[src/sle_pkg.sv]
`default_nettype none
// ----------------------------------------------------------------------------
// sle_pkg
// Shared sizes, codes and payload types for the sequential list engine.
// ----------------------------------------------------------------------------
package sle_pkg;

    localparam int CAPACITY = 1024;
    localparam int ADDR_W   = $clog2(CAPACITY);
    localparam int CNT_W    = $clog2(CAPACITY + 1);
    localparam int KEY_W    = 31;
    localparam int POS_W    = 11;
    localparam int ACT_W    = 3;
    localparam int ST_W     = 3;
    localparam int CMP_W    = ((CNT_W > POS_W) ? CNT_W : POS_W) + 1;

    // request actions
    localparam logic [ACT_W-1:0] ACT_INS_FRONT = 3'd0;
    localparam logic [ACT_W-1:0] ACT_INS_BACK  = 3'd1;
    localparam logic [ACT_W-1:0] ACT_INS_POS   = 3'd2;
    localparam logic [ACT_W-1:0] ACT_REM_FRONT = 3'd3;
    localparam logic [ACT_W-1:0] ACT_REM_BACK  = 3'd4;
    localparam logic [ACT_W-1:0] ACT_REM_POS   = 3'd5;
    localparam logic [ACT_W-1:0] ACT_SEARCH    = 3'd6;

    // result status
    localparam logic [ST_W-1:0] ST_OK       = 3'd0;
    localparam logic [ST_W-1:0] ST_BADPOS   = 3'd1;
    localparam logic [ST_W-1:0] ST_FULL     = 3'd2;
    localparam logic [ST_W-1:0] ST_EMPTY    = 3'd3;
    localparam logic [ST_W-1:0] ST_NOTFOUND = 3'd4;

    // operation kinds run by the sequencer
    localparam logic [1:0] OP_INS  = 2'd0;
    localparam logic [1:0] OP_REM  = 2'd1;
    localparam logic [1:0] OP_SRCH = 2'd2;

    typedef struct packed {
        logic [ACT_W-1:0] action;
        logic [POS_W-1:0] position;
        logic [KEY_W-1:0] key;
    } t_req;

    typedef struct packed {
        logic [ST_W-1:0]  status;
        logic [KEY_W-1:0] result_key;
        logic [POS_W-1:0] result_position;
        logic [POS_W-1:0] element_count;
    } t_res;

    // decoded work plan for one request
    typedef struct packed {
        logic              err;
        logic [ST_W-1:0]   err_status;
        logic [1:0]        op;
        logic [ADDR_W-1:0] lo;
        logic [ADDR_W-1:0] start_addr;
        logic [CNT_W-1:0]  moves;
    } t_plan;

    // store access from the sequencer
    typedef struct packed {
        logic              we;
        logic [ADDR_W-1:0] waddr;
        logic [KEY_W-1:0]  wdata;
        logic              re;
        logic [ADDR_W-1:0] raddr;
    } t_ram_req;

endpackage
`default_nettype wire

[src/sle_dec.sv]
`default_nettype none
// ----------------------------------------------------------------------------
// sle_dec
// Request check and planning: rejects full, empty, bad-position and unknown
// requests; plans the first slot, the scan start and the number of reads.
// ----------------------------------------------------------------------------
module sle_dec (
    input  wire sle_pkg::t_req              i_req,
    input  wire logic [sle_pkg::CNT_W-1:0]  i_count,
    output sle_pkg::t_plan                  o_plan
);

    import sle_pkg::*;

    logic [CMP_W-1:0] cnt_x;
    logic [CMP_W-1:0] pos_x;
    logic [CMP_W-1:0] tgt;
    logic [CMP_W-1:0] lo_x;
    logic             full;
    logic             empty;

    always_comb begin
        cnt_x = CMP_W'(i_count);
        pos_x = CMP_W'(i_req.position);
        full  = (i_count == CNT_W'(CAPACITY));
        empty = (i_count == '0);
        tgt   = CMP_W'(1);

        o_plan            = '0;
        o_plan.err_status = ST_OK;
        o_plan.op         = OP_SRCH;
        o_plan.moves      = i_count;

        case (i_req.action)
            ACT_INS_FRONT, ACT_INS_BACK, ACT_INS_POS: begin
                o_plan.op = OP_INS;
                if (i_req.action == ACT_INS_BACK) begin
                    tgt = cnt_x + CMP_W'(1);
                end else if (i_req.action == ACT_INS_POS) begin
                    tgt = pos_x;
                end
                if (full) begin
                    o_plan.err        = 1'b1;
                    o_plan.err_status = ST_FULL;
                end else if (i_req.action == ACT_INS_POS &&
                             (pos_x == '0 || pos_x > cnt_x + CMP_W'(1))) begin
                    o_plan.err        = 1'b1;
                    o_plan.err_status = ST_BADPOS;
                end
            end
            ACT_REM_FRONT, ACT_REM_BACK, ACT_REM_POS: begin
                o_plan.op = OP_REM;
                if (i_req.action == ACT_REM_BACK) begin
                    tgt = cnt_x;
                end else if (i_req.action == ACT_REM_POS) begin
                    tgt = pos_x;
                end
                if (empty) begin
                    o_plan.err        = 1'b1;
                    o_plan.err_status = ST_EMPTY;
                end else if (i_req.action == ACT_REM_POS &&
                             (pos_x == '0 || pos_x > cnt_x)) begin
                    o_plan.err        = 1'b1;
                    o_plan.err_status = ST_BADPOS;
                end
            end
            ACT_SEARCH: begin
                o_plan.op = OP_SRCH;
            end
            default: begin
                o_plan.err        = 1'b1;
                o_plan.err_status = ST_BADPOS;
            end
        endcase

        // slots moved: from the target slot to the end of the list
        lo_x = tgt - CMP_W'(1);
        if (o_plan.op != OP_SRCH) begin
            o_plan.lo    = ADDR_W'(lo_x);
            o_plan.moves = CNT_W'(cnt_x - lo_x);
        end
        if (o_plan.op == OP_INS) begin
            o_plan.start_addr = ADDR_W'(cnt_x - CMP_W'(1));
        end else if (o_plan.op == OP_REM) begin
            o_plan.start_addr = ADDR_W'(lo_x);
        end
    end

endmodule
`default_nettype wire

[config.mk]
export PLATFORM = sky130hd
export DESIGN_NAME = sle_dec
export DESIGN_NICKNAME = d
export VERILOG_FILES = /design/src/sle_pkg.sv /design/src/sle_dec.sv
export SDC_FILE = /design/constraint.sdc
export NUM_CORES = 1
export LEC_CHECK = 0
export ABC_AREA = 1
export BUFFER_PORTS_ARGS = -buffer_cell sky130_fd_sc_hd__buf_2
export CORE_ASPECT_RATIO = 0.8
export CORE_MARGIN = 4
export CORE_UTILIZATION = 33
export DETAILED_ROUTE_END_ITERATION = 10
export PLACE_DENSITY_LB_ADDON = 0.3
export RECOVER_POWER = 25
export SKIP_LAST_GASP = 1
export SLEW_MARGIN = 10
export SYNTH_ARGS = -nofsm -noshare
export SYNTH_HDL_FRONTEND = slang
export SYNTH_SLANG_ARGS = --single-unit
[constraint.sdc]
create_clock -name vclk -period 6.85
set_clock_uncertainty 0.15 [all_clocks]
set_input_delay 0.3425 -clock vclk [all_inputs]
set_output_delay 0.3425 -clock vclk [all_outputs]
set_load 0.005 [all_outputs]
==> impl_summary.txt <==
----------------------------------------------------
[Clock tree]
  Quantity of gates resized following cts ... 0
  Setup fix buffers added after clock tree synthesis ... 0
  Number of buffers added to fix hold violations after cts ... 0

[Global routing]
  Largest net degree at the start of global routing ... 25
  Via count of the first global-routing pass ... 3060
  GRT Total Usage ... 18.7%
  Number of antenna violations at the first check in global routing ... 0
  Sum of overflow across all layers after global routing ... 0
  Global-route wire length before repair ... 14.6 mm

[Logic synthesis]
  Fraction of synthesized cell area taken by the top area cell type ... 21.5%
  Dominant cells by area after synthesis ... nand2_1 21%, ha_1 15%, nand3_1 10%, inv_1 8.8%, nor2_1 7.3%
  Netlist area before placement ... 2520 sq um
  Syn_area_per_cell ... 5.31 sq um
  Net Count, Synth ... 562
  Leading area contributor after synthesis ... nand2_1
  Library cells used by synthesis ... 46
  Number of cells produced by synthesis ... 474
  Yosys warning count ... 0
  Part of the Yosys area used for sequential elements ... 0%

[Route]
  Initial detailed-routing violation count ... 192
  Overall via count from detail_route ... 3229
  # DRC ... 0
  Final Routed Wirelength ... 8.40 mm
  Post-DRT Antenna Nets ... 0
  Average via count per standard cell ... 5.13
  Wire length per cell after detailed routing ... 13.3 um
  Number of detailed-route iterations in the first pass ... 6

[Cells and area]
  Layout-stage area growth over the synthesis result ... 14.4%
  Count of antenna diodes in the layout ... 0
  Total of clock buffers placed in the layout ... 0
  Register area ... 0 sq um
  Final nets ... 614
  Leading cell type in the layout, fill and taps excluded ... nand2_1
  Post-layout instance area ... 2880 sq um
  Number of standard cells in the final layout excluding fillers ... 629
  Num sequential ... 0
  Fraction of layout instances using a drive strength above 1 ... 14.7%
  Commonest cells after routing, fill and taps aside ... 144 x nand2_1, 59 x inv_1, 55 x buf_2, 53 x nand3_1, 50 x nor2_1

[Placed design]
  Post-DP HPWL ... 7.19 mm
  DP Area ... 2890 sq um
  # placed instances ... 629
  Final weighted congestion of routability-driven global placement ... 0.915
  Number of buffer cells added on primary ports ... 61

[Floorplan]
  Total Die Area ... 9100 sq um
  Effective utilization at floorplan ... 34.1%
  I/O pins ... 93
  Die extent in y ... 86.1 um
  Core area ... 7390 sq um
  Count of standard-cell rows ... 28
  Die width ... 106 um

[Pwr]
  Cell Pwr Density ... 91.7 nW/um^2
  Pleak ... 1.59 nW
  Worst vdd ir ... 0.0380 mV

[STA]
  Unrepaired setup endpoints after global routing ... no
  Total count of max-transition violations in the final report ... 0
  Worst slew margin relative to its limit ... 53.1%
  Number of hold violations in the final report ... 0
  Max Freq ... 220 MHz
  Final Setup Violations ... 0
  Hold Slack ... 0.897 ns
  Slew of the pin with the lowest slew margin ... 0.703 ns
  Period utilisation layout ... 66.3%
  Period minus WS final ... 4.54 ns
  Post-route setup TNS ... 0 ns

[Critical path]
  Required time at the worst-slack endpoint ... 6.36 ns
  Crit path launch type ... input pin
  Setup Crit Path Kind ... in -> out
  Critical Path AT ... 4.05 ns
  Maximum fanout encountered on the critical timing path ... 12
  Kind of end point of the critical path ... primary output

[Job]
  Total of max-cap violations ... 0

[Worst hold path]
  Worst Hold Path EP ... o_plan[10]
  Origin of the worst min-delay path ... i_count[10]
  Type of the most critical hold path ... in -> out
  Instance count along the most critical hold path ... 4

[Status]
  Run status ... completed

----------------------------------------------------
worst max-delay path: stages:
cell and delay [ns]:
clkbuf_1 0.52, nand3_1 0.42, nor2_1 0.20, nor2_1 0.08, nor2_1 0.21, ha_1 0.21
inv_1 0.04, nor2_1 0.17, nor2_1 0.11, ha_1 0.36, nand3b_1 0.09, and2_0 0.19
o21ai_0 0.32, nand3_1 0.13, nor2_1 0.17, o21ai_1 0.12, nand2_1 0.07, nand2_1 0.04
nand3_1 0.07, nand2_1 0.06, buf_2 0.12
kinds of logic (layout without fill, tap and decap cells):
group,Yosys count,after routing,share of synthesized area (%)
simple gates,284,284,50.5
xor+xnor,12,12,4.17
compound gates,73,73,17.4
buf+inv,72,122,11.5
other cells,1,1,0.149
fa+ha+maj,32,32,16.2
worst max-delay path by stage:
| stage | start | to | slack (ns) |
|---|---|---|---|
| 4_1_cts | i_count[0] | o_plan[10] | 2.74 |
| 5_1_grt | i_req[44] | o_plan[10] | 1.73 |
| 3_3_place_gp | i_req[44] | o_plan[10] | 2.77 |
| 3_5_place_dp | i_count[0] | o_plan[10] | 2.73 |
| 6_report | i_req[44] | o_plan[9] | 2.31 |
| 2_1_floorplan | i_req[43] | o_plan[10] | 3.41 |
metrics by stage:
step,setup WS [ns],power [mW],util (%)
after global routing,1.73,0.304,38.9
final,2.31,0.264,38.9
after global placement,2.77,0.259,39.1
after CTS,2.74,0.265,39.1
after detailed placement,2.73,0.263,39.1
after floorplan,3.41,0.179,-
cell type report:
cell class         instances  area [sq um]
well taps                105           131
fillers                  845          4510
inverters                 61           229
repair buffers            61           299
multi-input cells        402          2220
per-layer routing:
layer  routed length (um)  track usage [%]  up-vias  share of wire (%)
met5                    0                0        -                  0
met2                 3520             30.7      113                 42
met3                  575             1.58        6                6.8
li1                     -                -     1667                  -
met1                 4250             27.9     1443                 51
met4                   46             1.18        0               0.55
where the power goes:
group          switching (mW)  internal [mW]  total (mW)
registers                   0              0           0
logic                   0.164         0.0998       0.264
clock network               0              0           0
total                   0.164         0.0998       0.264
cell usage after synthesis (all sizes together), types with 2 or more instances:
cell type    n
o41ai        2
inv         60
nor4         3
and2         5
xor2        11
o22ai        7
clkbuf       2
nand4        5
nor2        54
a31oi        2
nand3b       3
a21oi       20
o21ai       31
o211ai       2
buf          9
a22oi        2
nor3         4
ha          31
nand3       56
nand2      152
No activity file was read; power rests on OpenSTA's default activity.
