`src/sle_ram.sv`:
```
`default_nettype none
// ----------------------------------------------------------------------------
// sle_ram
// Generic simple dual-port RAM: one write port, one read port, registered read.
// ----------------------------------------------------------------------------
module sle_ram #(
    parameter int WIDTH = 8,
    parameter int DEPTH = 16
) (
    input  wire logic                     i_clk,
    input  wire logic                     i_we,
    input  wire logic [$clog2(DEPTH)-1:0] i_waddr,
    input  wire logic [WIDTH-1:0]         i_wdata,
    input  wire logic                     i_re,
    input  wire logic [$clog2(DEPTH)-1:0] i_raddr,
    output logic      [WIDTH-1:0]         o_rdata
);

    logic [WIDTH-1:0] r_mem [DEPTH];
    logic [WIDTH-1:0] r_rdata;

    // write port
    always_ff @(posedge i_clk) begin
        if (i_we) begin
            r_mem[i_waddr] <= i_wdata;
        end
    end

    // registered read port
    always_ff @(posedge i_clk) begin
        if (i_re) begin
            r_rdata <= r_mem[i_raddr];
        end
    end

    assign o_rdata = r_rdata;

endmodule
`default_nettype wire

```
`config.mk`:
```
export PLATFORM = sky130hd
export DESIGN_NAME = sle_ram
export DESIGN_NICKNAME = d
export VERILOG_FILES = /design/src/sle_ram.sv
export SDC_FILE = /design/constraint.sdc
export NUM_CORES = 1
export LEC_CHECK = 0
export BUFFER_PORTS_ARGS = -buffer_cell sky130_fd_sc_hd__buf_2
export CORE_ASPECT_RATIO = 0.8
export CORE_MARGIN = 5
export CORE_UTILIZATION = 45
export CTS_CLUSTER_DIAMETER = 50
export CTS_CLUSTER_SIZE = 25
export DETAILED_ROUTE_END_ITERATION = 8
export GPL_TIMING_DRIVEN = 0
export SETUP_SLACK_MARGIN = 0.02
export SLEW_MARGIN = 20
export SYNTH_ARGS = -nofsm -noshare
export SYNTH_HDL_FRONTEND = slang
export SYNTH_SLANG_ARGS = --single-unit
```
`constraint.sdc`:
```
create_clock -name i_clk -period 4.5 [get_ports i_clk]
set_clock_uncertainty 0.1 [all_clocks]
set_input_delay 0.45 -clock i_clk [delete_from_list [all_inputs] [get_ports i_clk]]
set_output_delay 0.45 -clock i_clk [all_outputs]
set_load 0.02 [all_outputs]
```
==> results.py, run 1 <==
metrics = {
    "worst_setup_path": {
        "cp-start-kind": "input pin",
        "worst-path-buf-inv": 1,
        "cp_max_fo": 8,
        "reg2reg_to": "o_rdata[2]",
        "required_time_of_the_worst_setup_path_ps": 4430,
        "worstSetupStartpoint": "i_waddr[2]",
        "critical_path_depth": 3,
        "setup.worst_path.class": "in -> reg",
        "worst_r2r_startpoint": "r_mem[5][2]",
        "worst-r2r-setup-slack_ps": 2880,
        "critical_path_arrival_ps": 1740,
        "largest_delay_share_family_worst_path": "simple AND/OR/NAND/NOR gates",
        "slowest_delay_ps": 640,
        "cp_capture_type": "flip-flop",
        "worst-r2r-cell-count": 3,
        "slowest_stage_cell_cp": "nor2_1",
        "crit_path_end": "r_mem[3][5]",
        "crit_path_cell_trace": "buf_2 > or3b_2 > nor2_1",
    },
    "floorplan": {
        "initial_utilization": 0.4574,
        "floorplan.io_pins": 27,
        "die_width_um": 130.5,
        "num_rows": 35,
        "die-height_um": 106.4,
        "floorplan.core_area_mm2": 0.01143,
        "fp.dieArea_mm2": 0.01389,
    },
    "route": {
        "routedWlPerCell_um": 23.73,
        "route.detailed.drc": 0,
        "firstDrtPassIters": 4,
        "via_count": 2412,
        "detail_route.wirelength_um": 10300,
        "ant_nets": 0,
        "viasPerCell": 5.558,
        "dr.first_iter.drc_count": 253,
    },
    "yosys": {
        "postSynthNetCount": 248,
        "syn-mean-instance-area_um2": 22.83,
        "synth_sequential_area_ratio": 0.7812,
        "synth.yosys.warnings": 0,
        "synth_seq_cells": 136,
        "ys_types": 18,
        "syn-instance-count": 229,
        "netlist_area_mm2": 0.005228,
    },
    "power": {
        "power_switching_share": 0.1977,
        "power_frac_clock": 0.499,
        "power_report.internal_total_mw": 2.525,
        "fin_total_pwr_mw": 3.148,
        "combinationalPowerShare": 0.045,
        "net-switching-power_mw": 0.6223,
        "ir_drop_mv": 0.3365,
        "power_dens_cells_mw_per_mm2": 505.0,
        "seqPwrFrac": 0.456,
        "total_leakage_power_nw": 2.084,
    },
    "sta": {
        "setup_tns_ps": 0,
        "final_hold_viol_count": 0,
        "timing.final.setup_violations": 0,
        "slew-limit-headroom": 0.4526,
        "worst_hold_slack_ps": 289.8,
        "timing_max_transition_violations_final": 0,
        "rsz0062_at_grt": "no",
        "final.period_utilization": 0.4027,
        "tightest_slew_ps": 818.1,
        "achievable-frequency_mhz": 551.8,
        "fin_crit_ps": 1812,
    },
    "clock_tree": {
        "tritoncts.num_buffers": 17,
        "post_cts_setup_repair_buffer_count": 0,
        "cts.reportedPaths.clkPinSlew_ps": 60,
        "cts_sinks": 136,
        "cells_resized_by_post_cts_repair": 0,
        "clock_insertion_delay_at_the_later_pin_of_the_skew_report_ps": 420,
        "cts.hold.buffers_added": 0,
        "clock_path_buffers": 2,
        "htree_num_levels": 4,
        "cts-root-buf": "clkbuf_16",
        "cts_tree": "done",
    },
    "min_path": {
        "hp-class": "in -> reg",
    },
    "placed_design": {
        "post-dp-hpwl_um": 6521,
        "placement.io_buffers": 25,
        "gpl.final_weighted_congestion": 0.7291,
    },
    "cells_and_area": {
        "fraction_of_layout_instances_using_a_drive_strength_above_1": 0.3112,
        "area_growth_syn_to_layout_pct": 19.22,
        "core_utilization_of_the_finished_layout": 0.5453,
        "final_cell_mix": "edfxtp_1 (136), buf_2 (28), mux4_2 (18), clkbuf_16 (17), a22oi_1 (16)",
        "layout.filler_cells": 882,
        "final_net_count": 292,
        "commonest_non_fill_non_tap_cell_in_the_layout": "edfxtp_1",
        "antenna_cells": 0,
    },
    "global_route": {
        "pin_count_of_the_biggest_net_entering_global_routing": 17,
        "first_global_vias": 2463,
        "global_route.overflow_total": 0,
        "total_global_route_track_usage": 0.1593,
        "antenna_found_initial": 0,
        "grt_pass1_wl_um": 15450,
    },
    "job": {
        "max_capacitance_violation_count": 0,
    },
    "run_status": {
        "outcome": "complete, no violations",
    },
}
[metrics by stage]
stage	setup slack, ps	cells	cell area (um^2)
final	2688	434	6232
after global routing	2592	434	6232
after CTS	2612	434	6232
after detailed placement	2180	402	5558
after global placement	1915	402	5538
after floorplan	2457	229	5228
[worst min path at each step]
stage,start,end,slack (ps),cells after the start
final,i_re,o_rdata[5],290,1
after global routing,i_re,o_rdata[0],280,1
after CTS,i_re,o_rdata[2],280,1
after detailed placement,r_mem[8][2],o_rdata[2],660,3
after global placement,r_mem[11][2],o_rdata[2],650,3
after floorplan,i_wdata[0],r_mem[0][0],450,0
[worst register-to-register path, stage by stage (launching register included)]
cell and delay [ps]:
edfxtp_1 360, mux4_1 570, a22oi_1 260, nand2_1 80
[Yosys cell counts]
cell type	number	share of area
buf_4	1	0.0014
buf_2	3	0.0029
nor2b_1	1	0.0012
nand2b_1	2	0.0024
nand3b_1	2	0.0029
clkdlybuf4s25_2	3	0.0057
nand3_1	1	0.00096
mux4_2	18	0.078
edfxtp_1	136	0.78
mux4_1	14	0.070
or3b_2	1	0.0017
buf_6	3	0.0065
nand2_1	9	0.0065
and2b_1	1	0.0014
nor3_1	4	0.0038
nor2_1	13	0.0093
a22oi_1	16	0.023
and2_1	1	0.0012
[cells by family after synthesis]
family          Yosys count  synth area share
mux                      32            0.1479
compound gates           16           0.02298
flops                   136            0.7812
simple gates             35           0.03136
buf+inv                  10           0.01651
[power by group through the flow]
stage / sequential (mW) / combinational [mW] / clock, mW
final: 1.43 / 0.143 / 1.57
after global routing: 1.44 / 0.155 / 1.65
after CTS: 1.43 / 0.145 / 1.59
after detailed placement: 1.46 / 0.145 / 0
after global placement: 1.46 / 0.141 / 0
after floorplan: 1.47 / 0.0720 / 0
[metal layers]
metal	part of all wire	routed length [um]	GRT usage
met5	0	0	0
met4	0.011	115	0.04699
met3	0.058	599	0.05023
met2	0.44	4495	0.2163
met1	0.49	5086	0.2467
[state kept, by name, indices dropped and copies added, names as in the netlist]
name     cells
o_rdata      8
r_mem      128
[area by class of cell]
type                    count  area [um^2]  share of cell area
repair buffers             25        125.1             0.02008
well taps                 148        185.2             0.02971
clock buffers              17        425.4             0.06826
multi-input cells          83         1077              0.1729
clock inverters            15        249.0             0.03995
flip-flops and latches    136         4084              0.6553
plain buffers              10        86.33             0.01385
No activity file was read; power rests on OpenSTA's default activity.
==> inputs of run 2 (changes only) <==
==> constraint.sdc (replaced) <==
create_clock -name i_clk -period 1.75 [get_ports i_clk]
set_clock_uncertainty 0.1 [all_clocks]
set_input_delay 0.175 -clock i_clk [delete_from_list [all_inputs] [get_ports i_clk]]
set_output_delay 0.175 -clock i_clk [all_outputs]
set_load 0.02 [all_outputs]
==> run 2 against run 1 <==
Register-to-register slack lost 2800 ps. Critical path depth is the same. Routed wire length shrank 1.2%. Critical path type is now reg -> reg. Largest power group is now sequential cells. Highest routed layer unchanged.
==> results.py, run 2 (same netlist as run 1, synthesis figures left out) <==
metrics = {
    "run_status": {
        "outcome": "complete, no violations",
    },
    "clock_tree": {
        "post_cts_setup_repair_buffer_count": 0,
        "clock_insertion_delay_at_the_later_pin_of_the_skew_report_ps": 400,
        "tritoncts.num_buffers": 17,
        "cts_sinks": 136,
        "cts_tree": "done",
        "cells_resized_by_post_cts_repair": 0,
        "cts.hold.buffers_added": 0,
        "cts-root-buf": "clkbuf_16",
        "cts.reportedPaths.clkPinSlew_ps": 60,
        "clock_path_buffers": 2,
        "htree_num_levels": 4,
    },
    "sta": {
        "final.period_utilization": 0.9291,
        "slew-limit-headroom": 0.4326,
        "rsz0062_at_grt": "no",
        "tightest_slew_ps": 848.0,
        "worst_hold_slack_ps": 16.45,
        "timing.final.setup_violations": 0,
        "fin_crit_ps": 1626,
        "achievable-frequency_mhz": 615.0,
        "timing_max_transition_violations_final": 0,
        "final_hold_viol_count": 0,
    },
    "route": {
        "via_count": 2441,
        "detail_route.wirelength_um": 10180,
        "firstDrtPassIters": 4,
        "route.detailed.drc": 0,
        "ant_nets": 0,
        "viasPerCell": 5.624,
        "dr.first_iter.drc_count": 175,
        "routedWlPerCell_um": 23.45,
    },
    "cells_and_area": {
        "core_utilization_of_the_finished_layout": 0.5380,
        "antenna_cells": 0,
        "fraction_of_layout_instances_using_a_drive_strength_above_1": 0.2902,
        "commonest_non_fill_non_tap_cell_in_the_layout": "edfxtp_1",
        "non_filler_instance_count_after_layout": 434,
        "stdcell_area_mm2": 0.006150,
        "area_growth_syn_to_layout_pct": 17.64,
        "final_net_count": 292,
        "largest_reg_flops": 128,
        "final_cell_mix": "edfxtp_1 (136), buf_2 (28), mux4_2 (18), clkbuf_16 (17), a22oi_1 (16)",
        "largest_register": "r_mem",
    },
    "global_route": {
        "total_global_route_track_usage": 0.1613,
        "first_global_vias": 2439,
        "global_route.overflow_total": 0,
        "grt_pass1_wl_um": 15530,
        "antenna_found_initial": 0,
        "pin_count_of_the_biggest_net_entering_global_routing": 17,
    },
    "worst_setup_path": {
        "critical_path_arrival_ps": 1660,
        "cp-start-kind": "flip-flop",
        "worst-r2r-cell-count": 3,
        "cp_max_fo": 1,
        "required_time_of_the_worst_setup_path_ps": 1790,
        "cp_capture_type": "flip-flop",
        "setup.worst_path.class": "reg -> reg",
    },
    "placed_design": {
        "place_inst": 402,
        "placement.io_buffers": 25,
        "post-dp-hpwl_um": 6481,
        "gpl.final_weighted_congestion": 0.7281,
        "placement.cell_area_mm2": 0.005553,
    },
    "floorplan": {
        "die_width_um": 130.5,
        "floorplan.io_pins": 27,
        "floorplan.core_area_mm2": 0.01143,
        "die-height_um": 106.4,
        "initial_utilization": 0.4574,
        "fp.dieArea_mm2": 0.01389,
        "num_rows": 35,
    },
    "power": {
        "fin_total_pwr_mw": 7.615,
        "ir_drop_mv": 1.064,
        "power_dens_cells_mw_per_mm2": 1238,
        "total_leakage_power_nw": 2.051,
    },
    "min_path": {
        "min_delay_path_depth": 1,
        "hp-class": "in -> reg",
    },
    "job": {
        "max_capacitance_violation_count": 0,
    },
}
-- run 2: worst max-delay path, cell delays in order (launching register included) --
cell and delay (ps):
edfxtp_1 360, mux4_2 510, a22oi_1 250, nand2_1 130
-- run 2: path summary, 6_finish.rpt --
| check | end | startpoint | slack (ps) |
|---|---|---|---|
| setup / recovery | o_rdata[7] | r_mem[7][7] | 120 |
| hold / removal | o_rdata[3] | i_re | 20 |
| setup reg to reg | o_rdata[7] | r_mem[7][7] | 120 |
| hold reg to reg | o_rdata[6] | r_mem[8][6] | 680 |
-- run 2: metal layers --
| layer | GRT usage | up-vias | part of all wire |
|---|---|---|---|
| met5 | 0 | - | 0 |
| met4 | 0.04479 | 0 | 0.0063 |
| met3 | 0.06429 | 6 | 0.084 |
| met2 | 0.2156 | 87 | 0.44 |
| met1 | 0.2455 | 1272 | 0.47 |
| li1 | - | 1076 | - |
-- run 2: stage by stage --
step	setup WS (ps)	TNS, ps
final	124.1	0
after global routing	26.60	0
after CTS	104.8	0
after detailed placement	-214.0	-7864
after global placement	-352.5	-12190
after floorplan	192.6	0
-- run 2: area by class of cell --
| class | count | area, um^2 |
|---|---|---|
| buffer | 10 | 86.33 |
| clock buffer | 19 | 432.9 |
| clock inverter | 13 | 158.9 |
| fill | 895 | 5280 |
| multi-input combinational | 83 | 1077 |
| sequential | 136 | 4084 |
| tap | 148 | 185.2 |
| timing repair buffer | 25 | 125.1 |
-- run 2: power by group --
part           total, mW  leakage, nW  internal, mW  switching, mW
combinational      0.370        0.523         0.142          0.227
clock               3.56        0.292          2.35           1.21
sequential          3.69         1.24          3.67         0.0149
