<file path="config.mk">
export PLATFORM = sky130hd
export DESIGN_NAME = sle_seq
export DESIGN_NICKNAME = d
export VERILOG_FILES = /design/src/sle_pkg.sv /design/src/sle_seq.sv
export SDC_FILE = /design/constraint.sdc
export NUM_CORES = 1
export LEC_CHECK = 0
export BUFFER_PORTS_ARGS = -buffer_cell sky130_fd_sc_hd__clkbuf_2
export CORE_MARGIN = 5
export CORE_UTILIZATION = 24
export CTS_CLUSTER_SIZE = 40
export DETAILED_ROUTE_END_ITERATION = 6
export GPL_TIMING_DRIVEN = 0
export PLACE_DENSITY = 0.52
export SYNTH_ARGS = -nofsm -noshare
export SYNTH_HDL_FRONTEND = slang
export SYNTH_SLANG_ARGS = --single-unit
export TNS_END_PERCENT = 100
</file>
<file path="constraint.sdc">
create_clock -name i_clk -period 34.6 [get_ports i_clk]
set_input_delay 6.92 -clock i_clk [delete_from_list [all_inputs] [get_ports i_clk]]
set_output_delay 6.92 -clock i_clk [all_outputs]
set_load 0.01 [all_outputs]
</file>
<file path="src/sle_pkg.sv">
`default_nettype none
// ----------------------------------------------------------------------------
// sle_pkg
// Shared sizes, codes and payload types for the sequential list engine.
// ----------------------------------------------------------------------------
package sle_pkg;

    localparam int CAPACITY = 1024;
    localparam int ADDR_W   = $clog2(CAPACITY);
    localparam int CNT_W    = $clog2(CAPACITY + 1);
    localparam int KEY_W    = 31;
    localparam int POS_W    = 11;
    localparam int ACT_W    = 3;
    localparam int ST_W     = 3;
    localparam int CMP_W    = ((CNT_W > POS_W) ? CNT_W : POS_W) + 1;

    // request actions
    localparam logic [ACT_W-1:0] ACT_INS_FRONT = 3'd0;
    localparam logic [ACT_W-1:0] ACT_INS_BACK  = 3'd1;
    localparam logic [ACT_W-1:0] ACT_INS_POS   = 3'd2;
    localparam logic [ACT_W-1:0] ACT_REM_FRONT = 3'd3;
    localparam logic [ACT_W-1:0] ACT_REM_BACK  = 3'd4;
    localparam logic [ACT_W-1:0] ACT_REM_POS   = 3'd5;
    localparam logic [ACT_W-1:0] ACT_SEARCH    = 3'd6;

    // result status
    localparam logic [ST_W-1:0] ST_OK       = 3'd0;
    localparam logic [ST_W-1:0] ST_BADPOS   = 3'd1;
    localparam logic [ST_W-1:0] ST_FULL     = 3'd2;
    localparam logic [ST_W-1:0] ST_EMPTY    = 3'd3;
    localparam logic [ST_W-1:0] ST_NOTFOUND = 3'd4;

    // operation kinds run by the sequencer
    localparam logic [1:0] OP_INS  = 2'd0;
    localparam logic [1:0] OP_REM  = 2'd1;
    localparam logic [1:0] OP_SRCH = 2'd2;

    typedef struct packed {
        logic [ACT_W-1:0] action;
        logic [POS_W-1:0] position;
        logic [KEY_W-1:0] key;
    } t_req;

    typedef struct packed {
        logic [ST_W-1:0]  status;
        logic [KEY_W-1:0] result_key;
        logic [POS_W-1:0] result_position;
        logic [POS_W-1:0] element_count;
    } t_res;

    // decoded work plan for one request
    typedef struct packed {
        logic              err;
        logic [ST_W-1:0]   err_status;
        logic [1:0]        op;
        logic [ADDR_W-1:0] lo;
        logic [ADDR_W-1:0] start_addr;
        logic [CNT_W-1:0]  moves;
    } t_plan;

    // store access from the sequencer
    typedef struct packed {
        logic              we;
        logic [ADDR_W-1:0] waddr;
        logic [KEY_W-1:0]  wdata;
        logic              re;
        logic [ADDR_W-1:0] raddr;
    } t_ram_req;

endpackage
`default_nettype wire

</file>
<file path="src/sle_seq.sv">
`default_nettype none
// ----------------------------------------------------------------------------
// sle_seq
// Sequencer: walks the store one read a cycle through a shared address
// stepper and key compare, writes shifted entries back, keeps the count
// and registers the result.
// ----------------------------------------------------------------------------
module sle_seq (
    input  wire logic                        i_clk,
    input  wire logic                        i_rst_n,
    input  wire logic                        i_start,
    input  wire sle_pkg::t_req               i_req,
    input  wire sle_pkg::t_plan              i_plan,
    input  wire logic [sle_pkg::KEY_W-1:0]   i_ram_rdata,
    output sle_pkg::t_ram_req                o_ram,
    output logic [sle_pkg::CNT_W-1:0]        o_count,
    output logic                             o_busy,
    output logic                             o_done,
    output sle_pkg::t_res                    o_res
);

    import sle_pkg::*;

    localparam logic [1:0] S_IDLE  = 2'd0;
    localparam logic [1:0] S_RUN   = 2'd1;
    localparam logic [1:0] S_FINAL = 2'd2;

    logic [1:0]        r_state,    n_state;
    logic [1:0]        r_op,       n_op;
    logic [KEY_W-1:0]  r_key,      n_key;
    logic [ADDR_W-1:0] r_lo,       n_lo;
    logic [ADDR_W-1:0] r_addr,     n_addr;
    logic [CNT_W-1:0]  r_left,     n_left;
    logic              r_rd_v,     n_rd_v;
    logic [ADDR_W-1:0] r_rd_addr,  n_rd_addr;
    logic              r_rd_first, n_rd_first;
    logic [KEY_W-1:0]  r_rem_key,  n_rem_key;
    logic [CNT_W-1:0]  r_count,    n_count;
    logic              r_done,     n_done;
    t_res              r_res,      n_res;

    logic hit;

    always_comb begin
        n_state    = r_state;
        n_op       = r_op;
        n_key      = r_key;
        n_lo       = r_lo;
        n_addr     = r_addr;
        n_left     = r_left;
        n_rd_v     = 1'b0;
        n_rd_addr  = r_rd_addr;
        n_rd_first = 1'b0;
        n_rem_key  = r_rem_key;
        n_count    = r_count;
        n_done     = 1'b0;
        n_res      = r_res;
        o_ram      = '0;
        hit        = 1'b0;

        case (r_state)
            // take a request: errors answer at once, work goes to the scan
            S_IDLE: begin
                if (i_start) begin
                    if (i_plan.err) begin
                        n_done                = 1'b1;
                        n_res.status          = i_plan.err_status;
                        n_res.result_key      = '0;
                        n_res.result_position = '0;
                        n_res.element_count   = POS_W'(r_count);
                    end else begin
                        n_state = S_RUN;
                        n_op    = i_plan.op;
                        n_key   = i_req.key;
                        n_lo    = i_plan.lo;
                        n_addr  = i_plan.start_addr;
                        n_left  = i_plan.moves;
                    end
                end
            end

            // one read a cycle, write back the entry read last cycle
            S_RUN: begin
                hit = (r_op == OP_SRCH) && r_rd_v && (i_ram_rdata == r_key);
                if (r_rd_v && r_op == OP_INS) begin
                    o_ram.we    = 1'b1;
                    o_ram.waddr = r_rd_addr + ADDR_W'(1);
                    o_ram.wdata = i_ram_rdata;
                end else if (r_rd_v && r_op == OP_REM && !r_rd_first) begin
                    o_ram.we    = 1'b1;
                    o_ram.waddr = r_rd_addr - ADDR_W'(1);
                    o_ram.wdata = i_ram_rdata;
                end
                if (r_rd_v && r_rd_first) begin
                    n_rem_key = i_ram_rdata;
                end

                if (hit) begin
                    n_state               = S_IDLE;
                    n_done                = 1'b1;
                    n_res.status          = ST_OK;
                    n_res.result_key      = r_key;
                    n_res.result_position = POS_W'(r_rd_addr) + POS_W'(1);
                    n_res.element_count   = POS_W'(r_count);
                end else if (r_left != '0) begin
                    o_ram.re    = 1'b1;
                    o_ram.raddr = r_addr;
                    n_rd_v      = 1'b1;
                    n_rd_addr   = r_addr;
                    n_rd_first  = (r_op == OP_REM) && (r_addr == r_lo);
                    n_left      = r_left - CNT_W'(1);
                    n_addr      = (r_op == OP_INS) ? r_addr - ADDR_W'(1)
                                                   : r_addr + ADDR_W'(1);
                end else if (!r_rd_v) begin
                    if (r_op == OP_INS) begin
                        n_state = S_FINAL;
                    end else if (r_op == OP_REM) begin
                        n_state               = S_IDLE;
                        n_count               = r_count - CNT_W'(1);
                        n_done                = 1'b1;
                        n_res.status          = ST_OK;
                        n_res.result_key      = r_rem_key;
                        n_res.result_position = POS_W'(r_lo) + POS_W'(1);
                        n_res.element_count   = POS_W'(n_count);
                    end else begin
                        n_state               = S_IDLE;
                        n_done                = 1'b1;
                        n_res.status          = ST_NOTFOUND;
                        n_res.result_key      = '0;
                        n_res.result_position = '0;
                        n_res.element_count   = POS_W'(r_count);
                    end
                end
            end

            // place the new key in the opened slot
            S_FINAL: begin
                o_ram.we              = 1'b1;
                o_ram.waddr           = r_lo;
                o_ram.wdata           = r_key;
                n_state               = S_IDLE;
                n_count               = r_count + CNT_W'(1);
                n_done                = 1'b1;
                n_res.status          = ST_OK;
                n_res.result_key      = r_key;
                n_res.result_position = POS_W'(r_lo) + POS_W'(1);
                n_res.element_count   = POS_W'(n_count);
            end

            default: begin
                n_state = S_IDLE;
            end
        endcase
    end

    // control state
    always_ff @(posedge i_clk) begin
        if (!i_rst_n) begin
            r_state <= S_IDLE;
            r_count <= '0;
            r_done  <= 1'b0;
            r_rd_v  <= 1'b0;
        end else begin
            r_state <= n_state;
            r_count <= n_count;
            r_done  <= n_done;
            r_rd_v  <= n_rd_v;
        end
    end

    // payload registers
    always_ff @(posedge i_clk) begin
        r_op       <= n_op;
        r_key      <= n_key;
        r_lo       <= n_lo;
        r_addr     <= n_addr;
        r_left     <= n_left;
        r_rd_addr  <= n_rd_addr;
        r_rd_first <= n_rd_first;
        r_rem_key  <= n_rem_key;
        r_res      <= n_res;
    end

    assign o_count = r_count;
    assign o_busy  = (r_state != S_IDLE);
    assign o_done  = r_done;
    assign o_res   = r_res;

endmodule
`default_nettype wire

</file>
==> run metrics <==
run status finished clean; Pre-antenna DRT Iters 5; Worst setup SP type input port; pre-CTS setup slack 17.69 ns; Slew Limit Fails 0; Clock Latency Late Sink 0.45 ns; total congestion overflow 0; clk slew on worst S/H paths 0.08 ns; #FFs+latches synth 177; core area 38,560 um2; CTS tree yes; Rows 72; P_int 406.4 uW; IO Count 238; synth warn 0; # Max-Cap Violations 0; via count 8,054; RSZ-0062 raised after global routing no; Flop pwr share 0.460; Post-synth top flop edfxtp_1; vias in the first global route 8,092; post-layout util 0.3078; Peak VDD IR 0.00003044 V; Area Growth Syn to Fin 27.40%; Resized cells post-CTS 0; final setup vio count 0; most common cell after layout, fill and taps aside clkbuf_2; Fin Setup TNS 0 ns; CP required 27.68 ns; worst-margin pin slew 1.091 ns; clock sinks 177; initial antenna violation count 2; GRT Overall Usage 0.1624; syn_nets 1,020; mean routed wirelength per cell 21.22 um; register area share after synthesis 0.5533; Filler Cell Count 4,103; first-pass GRT wire length 52,650 um; most frequent cells in the layout clkbuf_2 (223), edfxtp_1 (161), nor2_1 (94), nand2_1 (74), xnor2_1 (66); H-tree depth 4; share of cells above drive strength 1 0.2494; routed vias/inst 4.800; Post-CTS Hold Buffers 0; clk_skew 0.01644 ns; crit path max fanout 20; post-synthesis async set-or-reset flop share 0; port bufs 223; final worst-path setup slack 17.57 ns; Slew Limit Headroom 0.2708; switching part of the total 0.2729; Critical Path AT 10.11 ns; clock power share 0.405; Power Total 558.9 uW; die width 207.0 um; HPWL Detailed 26,650 um; Min-Delay Path Class flip-flop to flip-flop; maximum clock path buffer count 2; Mapped Cells 892; Final GP Congestion 0.9096; nets@finish 1,274; largest net degree at the start of global routing 32; drt initial violations 455; Die ar. 42,860 um2; Final Hold Viols 0; DRC Markers 0; final WL 35,610 um; post-route minimum period 17.03 ns; cts bufs inserted 17; fin crit share 0.4923; Leakage 0.004148 uW; Initial Util 0.2416; Post-DRT Antenna Nets 0; die height 207.0 um; Avg Cell Area, Syn 10.44 um2; critical setup path kind input port to output port; P_sw 152.5 uW; Mapped Area 9316 um2; power per cell area 47.09 nW/um2; Post-synth EDFFs 161; Post-CTS Setup Repair Bufs 0; Comb pwr share 0.136; Clock Tree Root clkbuf_16; fmax 0.05871 GHz; CP endpoint kind output port; Synth cell types 55
sequential cells by signal (all words and copies together) (netlist names):
register / flops
o_count: 11
o_done: 1
o_res: 56
r_addr: 10
r_key: 31
r_left: 11
r_lo: 10
r_op: 2
r_rd_addr: 10
r_rd_first: 1
r_rd_v: 1
r_rem_key: 31
r_state: 2
final timing paths:
check,cells past startpoint,slack [ns],to,start
setup / recovery,9,17.57,o_ram[1],i_ram_rdata[22]
hold / removal,0,0.45,r_rd_addr[2],r_addr[2]
setup reg to reg,9,30.33,o_res[27],r_key[22]
hold reg to reg,0,0.45,r_rd_addr[2],r_addr[2]
worst max-delay path: stages:
cell and delay, ns:
clkbuf_2 0.14, xnor2_1 0.32, nand4_1 0.15, nor4_1 0.90, nand3_1 0.43, and3_1 0.35, clkbuf_1 0.42, and2_1 0.34
clkbuf_2 0.13
cell usage after synthesis, types with 2 or more instances:
| cell type | number | area, um2 |
|---|---|---|
| dfxtp_1 | 16 | 320.3 |
| nor2b_1 | 5 | 31.28 |
| nor2_1 | 94 | 352.8 |
| nor3_1 | 19 | 95.09 |
| mux2i_1 | 5 | 50.05 |
| or4_1 | 2 | 15.01 |
| o22ai_1 | 7 | 43.79 |
| a41oi_1 | 2 | 17.52 |
| nand2_1 | 74 | 277.8 |
| and2_1 | 12 | 75.07 |
| or3_1 | 11 | 68.82 |
| and3_1 | 7 | 43.79 |
| xnor2_1 | 66 | 578.1 |
| or2_2 | 3 | 18.77 |
| o21ai_0 | 58 | 290.3 |
| a22oi_1 | 40 | 300.3 |
| o31ai_1 | 2 | 15.01 |
| o32ai_1 | 2 | 17.52 |
| a21oi_1 | 43 | 215.2 |
| o21a_1 | 2 | 15.01 |
| edfxtp_1 | 161 | 4835 |
| a22o_1 | 5 | 43.79 |
| ha_1 | 12 | 150.1 |
| a32oi_1 | 3 | 26.28 |
| nand4b_1 | 2 | 17.52 |
| buf_1 | 6 | 22.52 |
| nor4_1 | 16 | 100.1 |
| nand2b_1 | 3 | 18.77 |
| inv_1 | 18 | 67.56 |
| nand3_1 | 55 | 275.3 |
| mux2_2 | 10 | 112.6 |
| a31oi_1 | 8 | 50.05 |
| a211oi_1 | 2 | 15.01 |
| xor2_1 | 23 | 201.4 |
| clkbuf_1 | 61 | 229.0 |
| o22a_1 | 8 | 70.07 |
| nand4_1 | 11 | 68.82 |
cell families after synthesis:
logic type	after synthesis	share of synthesized area
buffers and inverters	85	0.03425
adder cells (fa/ha/maj)	12	0.01612
flip-flops	177	0.5533
AND/OR/NAND/NOR	324	0.1671
AO/OA/AOI/OAI	190	0.1281
multiplexers	15	0.01746
XOR/XNOR	89	0.08367
area by class of cell:
| class | instances | area, um2 | share of cell area |
|---|---|---|---|
| Sequential cell | 177 | 5155 | 0.4343 |
| Multi-Input combinational cell | 630 | 3854 | 0.3247 |
| Timing Repair Buffer | 235 | 1219 | 0.1027 |
| Tap cell | 518 | 648.1 | 0.05461 |
| Clock buffer | 18 | 429.2 | 0.03616 |
| Buffer | 67 | 251.5 | 0.02119 |
| Clock inverter | 14 | 242.7 | 0.02045 |
| Inverter | 18 | 67.56 | 0.005693 |
| Antenna cell | 1 | 2.502 | 0.0002108 |
power by group through the flow:
stage | clock, uW | sequential (uW) | combinational, uW
after floorplan | 0 | 265 | 36.3
after global placement | 0 | 267 | 73.2
after detailed placement | 0 | 262 | 76.7
after CTS | 233 | 257 | 77.1
after global routing | 240 | 258 | 82.8
final | 226 | 257 | 75.7
through the flow:
step	instances	hold WS, ns	cell area [um2]
2_1_floorplan	892	0.4244	9316
3_3_place_gp	1633	0.4346	11080
3_5_place_dp	1645	0.4392	11190
4_1_cts	1677	0.4536	11870
5_1_grt	1678	0.4600	11870
6_report	1678	0.4460	11870
per-layer routing:
| layer | routed length [um] | global-route usage |
|---|---|---|
| met1 | 16130 | 0.2176 |
| met2 | 16640 | 0.2627 |
| met3 | 2017 | 0.03661 |
| met4 | 808 | 0.05062 |
| met5 | 20 | 0 |
(Power assumes the default switching activity.)
